### src/rtl/core/khms_pkg.sv
// Shared types, register codes and the merge node functions for the k-way head minimum select.
package khms_pkg;

   // Fixed field widths of the command and result words.
   localparam int MAX_STREAMS = 8;
   localparam int KEY_W       = 64;
   localparam int STREAM_W    = 3;
   localparam int COUNT_W     = 4;
   localparam int CSR_IDX_W   = 3;
   localparam int TRUTH_WORDS = 4;

   // Configuration register indexes.
   localparam logic [CSR_IDX_W-1:0] CSR_NUM_TABLES = 3'd0;
   localparam logic [CSR_IDX_W-1:0] CSR_TRUTH_0    = 3'd1;
   localparam logic [CSR_IDX_W-1:0] CSR_TRUTH_1    = 3'd2;
   localparam logic [CSR_IDX_W-1:0] CSR_TRUTH_2    = 3'd3;
   localparam logic [CSR_IDX_W-1:0] CSR_TRUTH_3    = 3'd4;

   // Command word: valid mask and the head key of each stream.
   typedef struct packed {
      logic [MAX_STREAMS-1:0] head_valid;
      logic [KEY_W-1:0]       key_0;
      logic [KEY_W-1:0]       key_1;
      logic [KEY_W-1:0]       key_2;
      logic [KEY_W-1:0]       key_3;
      logic [KEY_W-1:0]       key_4;
      logic [KEY_W-1:0]       key_5;
      logic [KEY_W-1:0]       key_6;
      logic [KEY_W-1:0]       key_7;
   } req_type;

   // Result word.
   typedef struct packed {
      logic                   any_live;
      logic [MAX_STREAMS-1:0] presence_mask;
      logic [STREAM_W-1:0]    first_stream;
      logic                   keep_key;
   } rsp_type;

   // Control part of a partial minimum over a group of streams.
   typedef struct packed {
      logic                   live;
      logic [MAX_STREAMS-1:0] mask;
      logic [STREAM_W-1:0]    first;
   } node_ctl_type;

   // True when the lower group a supplies the minimum key.
   function automatic logic pick_lower(input node_ctl_type a, input node_ctl_type b,
                                       input logic a_lt, input logic a_eq);
      return a.live && (!b.live || a_lt || a_eq);
   endfunction

   // Combine two groups; a holds the lower stream indexes, so it wins ties.
   function automatic node_ctl_type merge_ctl(input node_ctl_type a, input node_ctl_type b,
                                              input logic a_lt, input logic a_eq);
      node_ctl_type r;
      r = b;
      if (a.live && (!b.live || a_lt)) begin
         r = a;
      end else if (a.live && a_eq) begin
         r = a;
         r.mask = a.mask | b.mask;
      end
      return r;
   endfunction

endpackage

### src/rtl/core/khms_lane_pair.sv
// One compare lane: qualifies two streams and registers the smaller of their keys.
module khms_lane_pair #(
   parameter int KEY_BITS = 64,
   parameter int LANE     = 0
) (
   input  logic                          clock,
   input  logic [1:0]                    valid_pair,
   input  logic [khms_pkg::KEY_W-1:0]    key_lo,
   input  logic [khms_pkg::KEY_W-1:0]    key_hi,
   input  logic [khms_pkg::COUNT_W-1:0]  used_count,
   output khms_pkg::node_ctl_type        node_ctl,
   output logic [KEY_BITS-1:0]           node_key
);
   import khms_pkg::*;

   localparam logic [COUNT_W-1:0] IDX_LO = COUNT_W'(2 * LANE);
   localparam logic [COUNT_W-1:0] IDX_HI = COUNT_W'(2 * LANE + 1);

   logic [KEY_BITS-1:0] klo;
   logic [KEY_BITS-1:0] khi;
   logic                live_lo;
   logic                live_hi;
   node_ctl_type        ctl_lo;
   node_ctl_type        ctl_hi;
   logic                lo_lt;
   logic                lo_eq;
   node_ctl_type        ctl_ff;
   node_ctl_type        ctl_in;
   logic [KEY_BITS-1:0] key_ff;
   logic [KEY_BITS-1:0] key_in;

   // Keys are trimmed to the configured width; a stream is live when valid and in use.
   always_comb begin
      klo     = key_lo[KEY_BITS-1:0];
      khi     = key_hi[KEY_BITS-1:0];
      live_lo = valid_pair[0] && (IDX_LO < used_count);
      live_hi = valid_pair[1] && (IDX_HI < used_count);
      ctl_lo.live  = live_lo;
      ctl_lo.mask  = MAX_STREAMS'(live_lo) << IDX_LO;
      ctl_lo.first = live_lo ? IDX_LO[STREAM_W-1:0] : '0;
      ctl_hi.live  = live_hi;
      ctl_hi.mask  = MAX_STREAMS'(live_hi) << IDX_HI;
      ctl_hi.first = live_hi ? IDX_HI[STREAM_W-1:0] : '0;
      lo_lt = klo < khi;
      lo_eq = klo == khi;
   end

   // First level of the minimum tree.
   always_comb begin
      ctl_in = merge_ctl(ctl_lo, ctl_hi, lo_lt, lo_eq);
      key_in = pick_lower(ctl_lo, ctl_hi, lo_lt, lo_eq) ? klo : khi;
   end

   always_ff @(posedge clock) begin
      ctl_ff <= ctl_in;
      key_ff <= key_in;
   end

   assign node_ctl = ctl_ff;
   assign node_key = key_ff;

endmodule

### src/rtl/core/khms_merge.sv
// Merging stages: combines the four lane minima and looks up the keep bit.
module khms_merge #(
   parameter int KEY_BITS = 64
) (
   input  logic                                         clock,
   input  logic                                         reset,
   input  logic                                         in_valid,
   input  khms_pkg::node_ctl_type [3:0]                 lane_ctl,
   input  logic [3:0][KEY_BITS-1:0]                     lane_key,
   input  logic [khms_pkg::TRUTH_WORDS-1:0][khms_pkg::KEY_W-1:0] truth,
   output logic                                         rsp_valid,
   output khms_pkg::rsp_type                            rsp_word
);
   import khms_pkg::*;

   logic                           mid_valid_ff;
   node_ctl_type [1:0]             mid_ctl_ff;
   node_ctl_type [1:0]             mid_ctl_in;
   logic [1:0][KEY_BITS-1:0]       mid_key_ff;
   logic [1:0][KEY_BITS-1:0]       mid_key_in;
   logic [1:0]                     pair_lt;
   logic [1:0]                     pair_eq;
   logic                           fin_lt;
   logic                           fin_eq;
   node_ctl_type                   fin_ctl;
   logic                           out_valid_ff;
   rsp_type                        rsp_ff;
   rsp_type                        rsp_in;

   // Second tree level: two nodes over lane pairs.
   always_comb begin
      for (int n = 0; n < 2; n++) begin
         pair_lt[n] = lane_key[2*n] < lane_key[2*n+1];
         pair_eq[n] = lane_key[2*n] == lane_key[2*n+1];
         mid_ctl_in[n] = merge_ctl(lane_ctl[2*n], lane_ctl[2*n+1], pair_lt[n], pair_eq[n]);
         mid_key_in[n] = pick_lower(lane_ctl[2*n], lane_ctl[2*n+1], pair_lt[n], pair_eq[n])
                         ? lane_key[2*n] : lane_key[2*n+1];
      end
   end

   always_ff @(posedge clock) begin
      mid_ctl_ff <= mid_ctl_in;
      mid_key_ff <= mid_key_in;
   end

   // Final tree level and truth table lookup by presence mask.
   always_comb begin
      fin_lt  = mid_key_ff[0] < mid_key_ff[1];
      fin_eq  = mid_key_ff[0] == mid_key_ff[1];
      fin_ctl = merge_ctl(mid_ctl_ff[0], mid_ctl_ff[1], fin_lt, fin_eq);
      rsp_in.any_live      = fin_ctl.live;
      rsp_in.presence_mask = fin_ctl.mask;
      rsp_in.first_stream  = fin_ctl.first;
      rsp_in.keep_key      = fin_ctl.live && truth[fin_ctl.mask[7:6]][fin_ctl.mask[5:0]];
   end

   always_ff @(posedge clock) begin
      rsp_ff <= rsp_in;
   end

   // Word valid pipeline.
   always_ff @(posedge clock) begin
      if (reset) begin
         mid_valid_ff <= 1'b0;
         out_valid_ff <= 1'b0;
      end else begin
         mid_valid_ff <= in_valid;
         out_valid_ff <= mid_valid_ff;
      end
   end

   assign rsp_valid = out_valid_ff;
   assign rsp_word  = rsp_ff;

endmodule

### src/rtl/core/kway_head_min_select.sv
// Top level of the k-way head minimum select: registers, compare lanes and merge stages.
//
//   channel   direction  handshake            payload
//   command   in         start / busy         req_word (req_type)
//   result    out        rsp_valid strobe     rsp_word (rsp_type)
//   csr       in         csr_valid/csr_ready  csr_index, csr_data
//
// A command word is taken every cycle; busy never rises. Its result is registered in
// turn in the compare lanes, in the middle merge level and in the final merge with the
// truth table lookup. Synchronous reset clears the valid pipeline and restores the
// registers. The result strobe lasts one cycle and the receiver cannot hold it off.
module kway_head_min_select #(
   parameter int NUM_STREAMS = 8,
   parameter int KEY_BITS    = 64
) (
   input  logic                              clock,
   input  logic                              reset,
   input  logic                              start,
   output logic                              busy,
   input  khms_pkg::req_type                 req_word,
   output logic                              rsp_valid,
   output khms_pkg::rsp_type                 rsp_word,
   input  logic                              csr_valid,
   output logic                              csr_ready,
   input  logic [khms_pkg::CSR_IDX_W-1:0]    csr_index,
   input  logic [khms_pkg::KEY_W-1:0]        csr_data
);
   import khms_pkg::*;

   localparam logic [COUNT_W-1:0] USED_MAX = COUNT_W'(NUM_STREAMS);

   logic [COUNT_W-1:0]                   num_tables_ff;
   logic [TRUTH_WORDS-1:0][KEY_W-1:0]    truth_ff;
   logic [COUNT_W-1:0]                   used_count;
   logic                                 accept;
   logic                                 lane_valid_ff;
   logic [MAX_STREAMS-1:0][KEY_W-1:0]    keys;
   node_ctl_type [3:0]                   lane_ctl;
   logic [3:0][KEY_BITS-1:0]             lane_key;

   assign busy      = 1'b0;
   assign csr_ready = 1'b1;
   assign accept    = start && !busy;

   // Configuration registers.
   always_ff @(posedge clock) begin
      if (reset) begin
         num_tables_ff <= 4'd8;
         truth_ff      <= '0;
      end else if (csr_valid && csr_ready) begin
         case (csr_index)
            CSR_NUM_TABLES: num_tables_ff <= csr_data[COUNT_W-1:0];
            CSR_TRUTH_0:    truth_ff[0]   <= csr_data;
            CSR_TRUTH_1:    truth_ff[1]   <= csr_data;
            CSR_TRUTH_2:    truth_ff[2]   <= csr_data;
            CSR_TRUTH_3:    truth_ff[3]   <= csr_data;
            default: ;
         endcase
      end
   end

   // Streams in use, saturated at the built stream count.
   assign used_count = (num_tables_ff > USED_MAX) ? USED_MAX : num_tables_ff;

   assign keys = {req_word.key_7, req_word.key_6, req_word.key_5, req_word.key_4,
                  req_word.key_3, req_word.key_2, req_word.key_1, req_word.key_0};

   // Four compare lanes, two streams each.
   for (genvar g = 0; g < 4; g++) begin : g_lane
      khms_lane_pair #(
         .KEY_BITS(KEY_BITS),
         .LANE    (g)
      ) u_lane (
         .clock     (clock),
         .valid_pair(req_word.head_valid[2*g+1:2*g]),
         .key_lo    (keys[2*g]),
         .key_hi    (keys[2*g+1]),
         .used_count(used_count),
         .node_ctl  (lane_ctl[g]),
         .node_key  (lane_key[g])
      );
   end

   always_ff @(posedge clock) begin
      if (reset) begin
         lane_valid_ff <= 1'b0;
      end else begin
         lane_valid_ff <= accept;
      end
   end

   // Merge of the lane minima.
   khms_merge #(
      .KEY_BITS(KEY_BITS)
   ) u_merge (
      .clock    (clock),
      .reset    (reset),
      .in_valid (lane_valid_ff),
      .lane_ctl (lane_ctl),
      .lane_key (lane_key),
      .truth    (truth_ff),
      .rsp_valid(rsp_valid),
      .rsp_word (rsp_word)
   );

   // An accepted word is followed by its result strobe.
   a_latency: assert property (@(posedge clock) disable iff (reset)
      accept |=> ##2 rsp_valid)
      else $error("result strobe missing after accepted word");

   // With no live stream every result field is zero.
   a_dead_zero: assert property (@(posedge clock) disable iff (reset)
      rsp_valid && !rsp_word.any_live |->
         rsp_word.presence_mask == '0 && rsp_word.first_stream == '0 && !rsp_word.keep_key)
      else $error("nonzero fields without a live stream");

   // The first stream is a member of the presence mask.
   a_first_in_mask: assert property (@(posedge clock) disable iff (reset)
      rsp_valid && rsp_word.any_live |-> rsp_word.presence_mask[rsp_word.first_stream])
      else $error("first stream not in presence mask");

endmodule

### config.mk
export PLATFORM = sky130hd
export DESIGN_NAME = kway_head_min_select
export DESIGN_NICKNAME = d
export VERILOG_FILES = /design/src/rtl/core/khms_pkg.sv /design/src/rtl/core/khms_lane_pair.sv /design/src/rtl/core/khms_merge.sv /design/src/rtl/core/kway_head_min_select.sv
export SDC_FILE = /design/constraint.sdc
export NUM_CORES = 2
export LEC_CHECK = 0
export BUFFER_PORTS_ARGS = -buffer_cell sky130_fd_sc_hd__buf_2
export CAP_MARGIN = 0
export CORE_ASPECT_RATIO = 0.8
export CORE_MARGIN = 3
export CORE_UTILIZATION = 46
export CTS_CLUSTER_SIZE = 28
export DETAILED_ROUTE_END_ITERATION = 6
export PLACE_DENSITY = 0.65
export SLEW_MARGIN = 20
export SYNTH_ARGS = -nofsm -noshare
export SYNTH_HDL_FRONTEND = slang
export SYNTH_SLANG_ARGS = --single-unit
### constraint.sdc
create_clock -name clock -period 4.14 [get_ports clock]
set_input_delay 0.207 -clock clock [delete_from_list [all_inputs] [get_ports clock]]
set_output_delay 0.207 -clock clock [all_outputs]
set_load 0.005 [all_outputs]
# Word-level counts from Yosys, hierarchy flattened
# Index checks and enable logic that the tools add are counted.
# W data, S select, Z words.
[op_classes] n_addsub=0 mux=32 n_reduce_logical=60 mul=0 eq_ne=11 div_mod_pow=0 magnitude_cmp=18 bitwise=11 n_shift=0
[op_table] operator="$eq A64 B64 Y1" n=7
[op_table] operator="$lt A64 B64 Y1" n=7
[op_table] operator="$mux W64" n=7
[op_table] operator="$mux W12" n=14
[op_table] operator="$bmux W64 S2" n=1
[op_table] operator="$logic_and A1 B1 Y1" n=29
[op_table] operator="$or A8 B8 Y8" n=3
[op_table] operator="$lt A3 B4 Y1 const A" n=4
[op_table] operator="$logic_or A1 B1 Y1" n=13
[op_table] operator="$mux W3" n=4
[op_table] operator="$reduce_and A2 Y1" n=5
[op_table] operator="$reduce_or A2 Y1" n=5
[op_table] operator="$lt A1 B4 Y1 const A" n=2
[op_table] operator="$lt A2 B4 Y1 const A" n=2
[op_table] operator="$or A7 B8 Y8" n=1
[op_table] operator="$logic_not A1 Y1" n=7
[op_table] operator="$lt A6 B7 Y1 const B" n=1
[op_table] operator="$bmux W1 S6" n=1
[op_table] operator="$eq A3 B2 Y1 const B" n=2
[op_table] operator="$or A5 B6 Y6" n=1
[op_table] operator="$gt A4 B4 Y1 const B" n=1
[op_table] operator="$mux W2" n=2
[op_table] operator="$mux W4" n=1
[op_table] operator="$not A1 Y1" n=4
[op_table] operator="7 further kinds" n=8
[word_totals] regBits=732 out_inout_bits=16 inputBits=591 mem_count=0 elab_cells=176 romBits=0 ramBits=0 latchBits=0

# Depth between registers and ports, before layout
[logic_depth] word_depth=9 depth_mapped=19 depth_no_buf=16

# Hierarchy
# A second synthesis with hierarchy kept.
[hier_totals] hier_cells=3881 hier_area_um2=39212.6
[by_module_without_submodules] module="khms_merge" cells_per_inst=1403 area_each_um2=12694.7 instances=1 seq_area_each_um2=3343.2
[by_module_without_submodules] module="kway_head_min_select" cells_per_inst=929 area_each_um2=10328.7 instances=1 seq_area_each_um2=5225.0
[by_module_without_submodules] module="khms_lane_pair at g_lane[2].u_lane" cells_per_inst=393 area_each_um2=4169.0 instances=1 seq_area_each_um2=1361.3
[by_module_without_submodules] module="khms_lane_pair at g_lane[0].u_lane" cells_per_inst=381 area_each_um2=4107.7 instances=1 seq_area_each_um2=1361.3
[by_module_without_submodules] module="khms_lane_pair at g_lane[1].u_lane" cells_per_inst=379 area_each_um2=4018.9 instances=1 seq_area_each_um2=1361.3
[by_module_without_submodules] module="khms_lane_pair at g_lane[3].u_lane" cells_per_inst=396 area_each_um2=3893.7 instances=1 seq_area_each_um2=1361.3

# Worst setup path after synthesis
# No wires, ideal clock.
[synth_path] path_kind="reg-to-reg" startpoint="register u_merge.mid_key_ff[73] in the netlist's numbering" endpoint="register u_merge.rsp_ff, in the netlist u_merge.rsp_word[0]" setup_ps=116 arrival_time_ps=3433 n_path_buf=3 synth_period_minus_slack_ps=3549 slack_ps=591 required_time_ps=4024 stages_incl_launch_ff=20 path_cell_list="dfxtp_1 inv_1 ha_1 a21o_1 nand3_1 a21oi_1 or4_1 a31o_2 o21ai_4 nand2_4 clkinv_2 buf_6 buf_8 buf_2 mux2_2 o211ai_1 nand4_1 o211ai_1 o311ai_1 o211a_1"
[synth_rtl] item="start: declaration" line="khms_merge.sv:19" source="logic [1:0][KEY_BITS-1:0] mid_key_ff;"
[synth_rtl] item="start signal: assignment" line="khms_merge.sv:43" source="mid_key_ff <= mid_key_in;"
[synth_rtl] item="end signal: assignment" line="khms_merge.sv:58" source="rsp_ff <= rsp_in;"
[synth_rtl] item="end: declaration" line="khms_merge.sv:27" source="rsp_type rsp_ff;"

# Worst setup path after layout
[layout_path] startpoint="input req_word[417] in the netlist's numbering" endpoint="register g_lane[0].u_lane.key_ff[22]"
[layout_via] elab_chain_len=5 elab_cells_between_ends=6 classes_between="order compare: 1; eq/ne: 1; mux: 1; reduce/logical: 3"
[layout_lines] item="start: declaration" line="kway_head_min_select.sv:20" source="input khms_pkg::req_type req_word,"
[layout_lines] item="$lt A64 B64 Y1" line="khms_lane_pair.sv:44" source="lo_lt = klo < khi;"
[layout_lines] item="$logic_or A1 B1 Y1" line="khms_pkg.sv:50" source="return a.live && (!b.live || a_lt || a_eq);"
[layout_lines] item="$logic_or A1 B1 Y1 (*)" line="khms_pkg.sv:50"
[layout_lines] item="$logic_and A1 B1 Y1 (*)" line="khms_pkg.sv:50"
[layout_lines] item="$mux W64 (*)" line="khms_lane_pair.sv:51" source="key_in = pick_lower(ctl_lo, ctl_hi, lo_lt, lo_eq) ? klo : khi;"
[layout_lines] item="via g_lane[0].u_lane.key_in[22]" line="khms_lane_pair.sv:30" source="logic [KEY_BITS-1:0] key_in;"
[layout_lines] item="end signal: assignment" line="khms_lane_pair.sv:56" source="key_ff <= key_in;"
[layout_lines] item="end: declaration" line="khms_lane_pair.sv:29" source="logic [KEY_BITS-1:0] key_ff;"
# The timed path passes the listed nets; every way through them passes the cells marked *.
# A chain may end at the register's enable or synchronous reset.

==> summary.md <==
| Metric | Value |
|---|---|
| VDD IR-drop max | `0.000299 V` |
| Worst hold path type | `in -> reg` |
| Setup Skew | `21.7 ps` |
| Fill cells | `6312` |
| Clock transition at path regs | `60 ps` |
| DIE AREA | `0.0829 mm^2` |
| Hold_sp | `req_word[474]` |
| Net count after synthesis | `5101` |
| Register area share after synthesis | `37.8%` |
| Bufs on Longest Clock Path | `3` |
| Most common cell after layout, fill and taps aside | `dfxtp_1` |
| DR iter-0 viols | `2635` |
| Pwr dens | `399 mW/mm^2` |
| Placed instance area | `0.0412 mm^2` |
| Total gr overflow | `0` |
| Layout area overhead | `36.8%` |
| Layout Nets | `6307` |
| Netlist Area Pre-Place | `0.0365 mm^2` |
| Worst path required time | `4650 ps` |
| Internal | `14.0 mW` |
| Sequential cell area | `0.0138 mm^2` |
| Clk sink count | `690` |
| Initial antenna violation count | `24` |
| Top delay family on crit path | `compound AO/OA/AOI/OAI gates` |
| Tmin final | `4080 ps` |
| Cell variety after synth | `71` |
| CTS tree | `built` |
| CP arrival | `4590 ps` |
| Die H | `258 um` |
| Total CTS buffers | `72` |
| DRC viols | `0` |
| Most frequent cells in the layout | `dfxtp_1 (690), nand2_1 (606), buf_2 (603)` |
| Worst-margin pin slew | `1150 ps` |
| Post-synth EDFFs | `0` |
| RSZ-0062 raised after global routing | `yes` |
| # setup viols final | `0` |
| Sum Neg Setup Slack | `0 ps` |
| Crit Path Class | `in -> reg` |
| Vias per Instance | `5.39` |
| #FFs+latches synth | `690` |
| GRT Util Overall | `29.8%` |
| Startpoint Class | `primary input` |
| Fin. Hold Viols | `0` |
| Final Core Density | `64.2%` |
| Initial core utilization | `46.9%` |
| Clock root buffer | `clkbuf_16` |
| Largest stage delay, worst path | `560 ps` |
| Critical path buffers and inverters | `5` |
| Crit-path max FO | `13` |
| Gate Count Post-Synth | `4062` |
| Largest net degree at the start of global routing | `138` |
| Vias post-DR | `34300` |
| Fin Hold WS | `14.9 ps` |
| Top post-synthesis cells by area | `dfxtp_1 (38%), ha_1 (15%), mux2_2 (12%), nand2_1 (6.3%), a21oi_1 (5.6%)` |
| Core area | `0.0779 mm^2` |
| Fmax | `0.245 GHz` |
| Detailed placement HPWL | `92000 um` |
| Psw | `5.91 mW` |
| LEAKAGE | `23.6 nW` |
| Status | `completed` |
| H-tree levels | `3` |
| Post-synth top flop | `dfxtp_1` |
| WL/cell | `20.3 um` |
| Async SR Flop Fraction | `0%` |
| R2R Setup Slk | `170 ps` |
| CP endpoint kind | `flop` |
| Share of power burned in registers | `38.5%` |
| Mapped Avg Cell Area | `9.00 um^2` |
| Pre-Repair DR Iteration Count | `5` |
| Post-Route WL | `129000 um` |
| Reg2Reg Depth | `20` |
| Hold Crit Endpoint | `g_lane[0].u_lane.node_key[26]` |
| # rows | `91` |
| Final Cell Area | `0.0500 mm^2` |
| Power share of the clock group | `33.5%` |
| Port buffer count | `604` |
| Hold path cells | `3` |
| GP Congestion | `0.960` |
| Switching Share | `29.6%` |
| Max_slew headroom | `23.3%` |
| Die X | `321 um` |
| Final ANT Viol Nets | `0` |
| Ports | `607` |
| Global-route wire length before repair | `194000 um` |
| RR Endpoint | `u_merge.rsp_word[0]` |
| RR Startpoint | `u_merge.mid_key_ff[95]` |
| Vias in the first global route | `34400` |
| Share of cells above drive strength 1 | `24.3%` |
| Final worst-path cycle share | `98.4%` |
| Area leader, netlist | `dfxtp_1` |
| Crit-path cells | `dlygate4sd3_1 > buf_2 > inv_1 > ha_1 > a21o_1 > a21o_1 > a221o_1 > a21o_1 > a21o_1 > a21oi_2 > o22ai_2 > o211ai_1 > a211o_1 > o211ai_1 > a21o_1 > and3_4 > clkbuf_16 > mux2_2 > dlygate4sd3_1` |
| Yosys warnings | `0` |
| Area share of the largest cell type after synthesis | `37.8%` |
| Worst-Skew Late Latency | `630 ps` |
| Slowest stage cell, crit path | `dlygate4sd3_1` |
| Cell mode on critical path | `a21o_1` |
| Max Cap Viol | `0` |
| Pins Over Slew Limit | `0` |
| Area occupied by multi-input gates | `0.0205 mm^2` |
| Power share of the combinational group | `28.0%` |
-- power by group through the flow --
stage / clock (mW) / sequential (mW) / combinational (mW)
finish: 6.69 / 7.67 / 5.59
global route: 7.05 / 7.73 / 6.11
CTS: 6.78 / 7.67 / 5.35
detailed placement: 0 / 7.80 / 4.67
global placement: 0 / 7.79 / 4.64
floorplan: 0 / 7.66 / 2.89
-- final cells by class --
type                            instances  area share [%]
Clock buffer                          102            4.15
Antenna cell                           18          0.0901
Sequential cell                       690            27.6
Timing Repair Buffer                 1305            20.3
Multi-Input combinational cell       2728            41.1
Tap cell                             1023            2.56
Clock inverter                         23           0.646
Inverter                              471            3.56
-- synthesized netlist by cell type, types with 4 or more instances --
| cell type | instances |
|---|---|
| a2111oi_0 | 4 |
| a211o_1 | 5 |
| a211oi_1 | 22 |
| a21boi_0 | 6 |
| a21o_1 | 129 |
| a21oi_1 | 407 |
| a221o_1 | 5 |
| a221oi_1 | 21 |
| a22oi_1 | 12 |
| a31oi_1 | 13 |
| and2_1 | 11 |
| and3_1 | 7 |
| and4_1 | 9 |
| buf_1 | 16 |
| buf_2 | 14 |
| clkbuf_1 | 138 |
| dfxtp_1 | 690 |
| ha_1 | 448 |
| inv_1 | 470 |
| mux2_1 | 6 |
| mux2_2 | 401 |
| mux2i_1 | 49 |
| nand2_1 | 609 |
| nand2b_1 | 37 |
| nand3_1 | 53 |
| nand4_1 | 97 |
| nor2_1 | 50 |
| nor2b_1 | 61 |
| nor3_1 | 33 |
| nor4_1 | 11 |
| o211ai_1 | 12 |
| o21a_1 | 33 |
| o21ai_0 | 91 |
| o22ai_1 | 14 |
| o31ai_1 | 7 |
| o32ai_1 | 4 |
| or2_2 | 15 |
-- through the flow --
stage,std cells,setup slack (ps),power [mW]
4_1_cts,6329,2.37,19.8
5_1_grt,6352,-15.9,20.9
3_5_place_dp,5619,-386,12.5
2_1_floorplan,4062,591,10.5
6_report,6360,64.3,20.0
3_3_place_gp,5619,-373,12.4
-- worst max path at each step --
stage	from	cells past startpoint	end
after global placement	u_merge.mid_key_ff[83]	19	u_merge.rsp_word[0]
final	req_word[417]	19	g_lane[0].u_lane.node_key[22]
after floorplan	u_merge.mid_key_ff[73]	19	u_merge.rsp_word[0]
after detailed placement	u_merge.mid_key_ff[83]	19	u_merge.rsp_word[0]
after CTS	req_word[233]	19	g_lane[2].u_lane.node_key[44]
after global routing	req_word[425]	19	g_lane[0].u_lane.node_key[21]
-- layer usage --
layer	vias up	global-route usage, %	part of all wire [%]
met4	14	9.41	3.3
met3	277	6.21	7.4
met5	-	0	0.070
met2	1369	49.0	46
li1	16400	-	-
met1	16200	39.1	44
-- tightest hold or removal path, stage by stage --
cell and delay (ps):
buf_2 90, mux2_2 130, dlymetal6s4s_1 180
-- logic make-up (layout without fill, tap and decap cells) --
kind of cell	count (synthesis)	count (layout)	share of synthesized area [%]
and+or+nand+nor	1006	1007	12.6
AOI/OAI and AO/OA	814	814	13.5
DFF	690	690	37.8
buffers and inverters	645	1901	6.80
muxes	457	457	13.9
adders and majority gates	448	448	15.3
other	2	20	0.0205
-- repair_timing --
item / in CTS / in global routing
pin swaps: 2 / 23
gates resized for setup: 9 / 59
hold endpoints to repair: 528 / 7
setup endpoints to repair: 1 / 249
setup buffers: 0 / 5
cloned: 0 / 8
hold buffers: 585 / 7
-- flip-flops by register name (all words and copies together), names as in the netlist --
| register | flops |
|---|---|
| g_lane.u_lane.node_key | 256 |
| truth_ff | 256 |
| u_merge.mid_key_ff | 128 |
| g_lane.u_lane.node_ctl | 16 |
| u_merge.mid_ctl_ff | 14 |
| u_merge.rsp_word | 13 |
| num_tables_ff | 4 |
| lane_valid_ff | 1 |
| u_merge.mid_valid_ff | 1 |
| u_merge.rsp_valid | 1 |
Power figures use the tool's default switching activity.
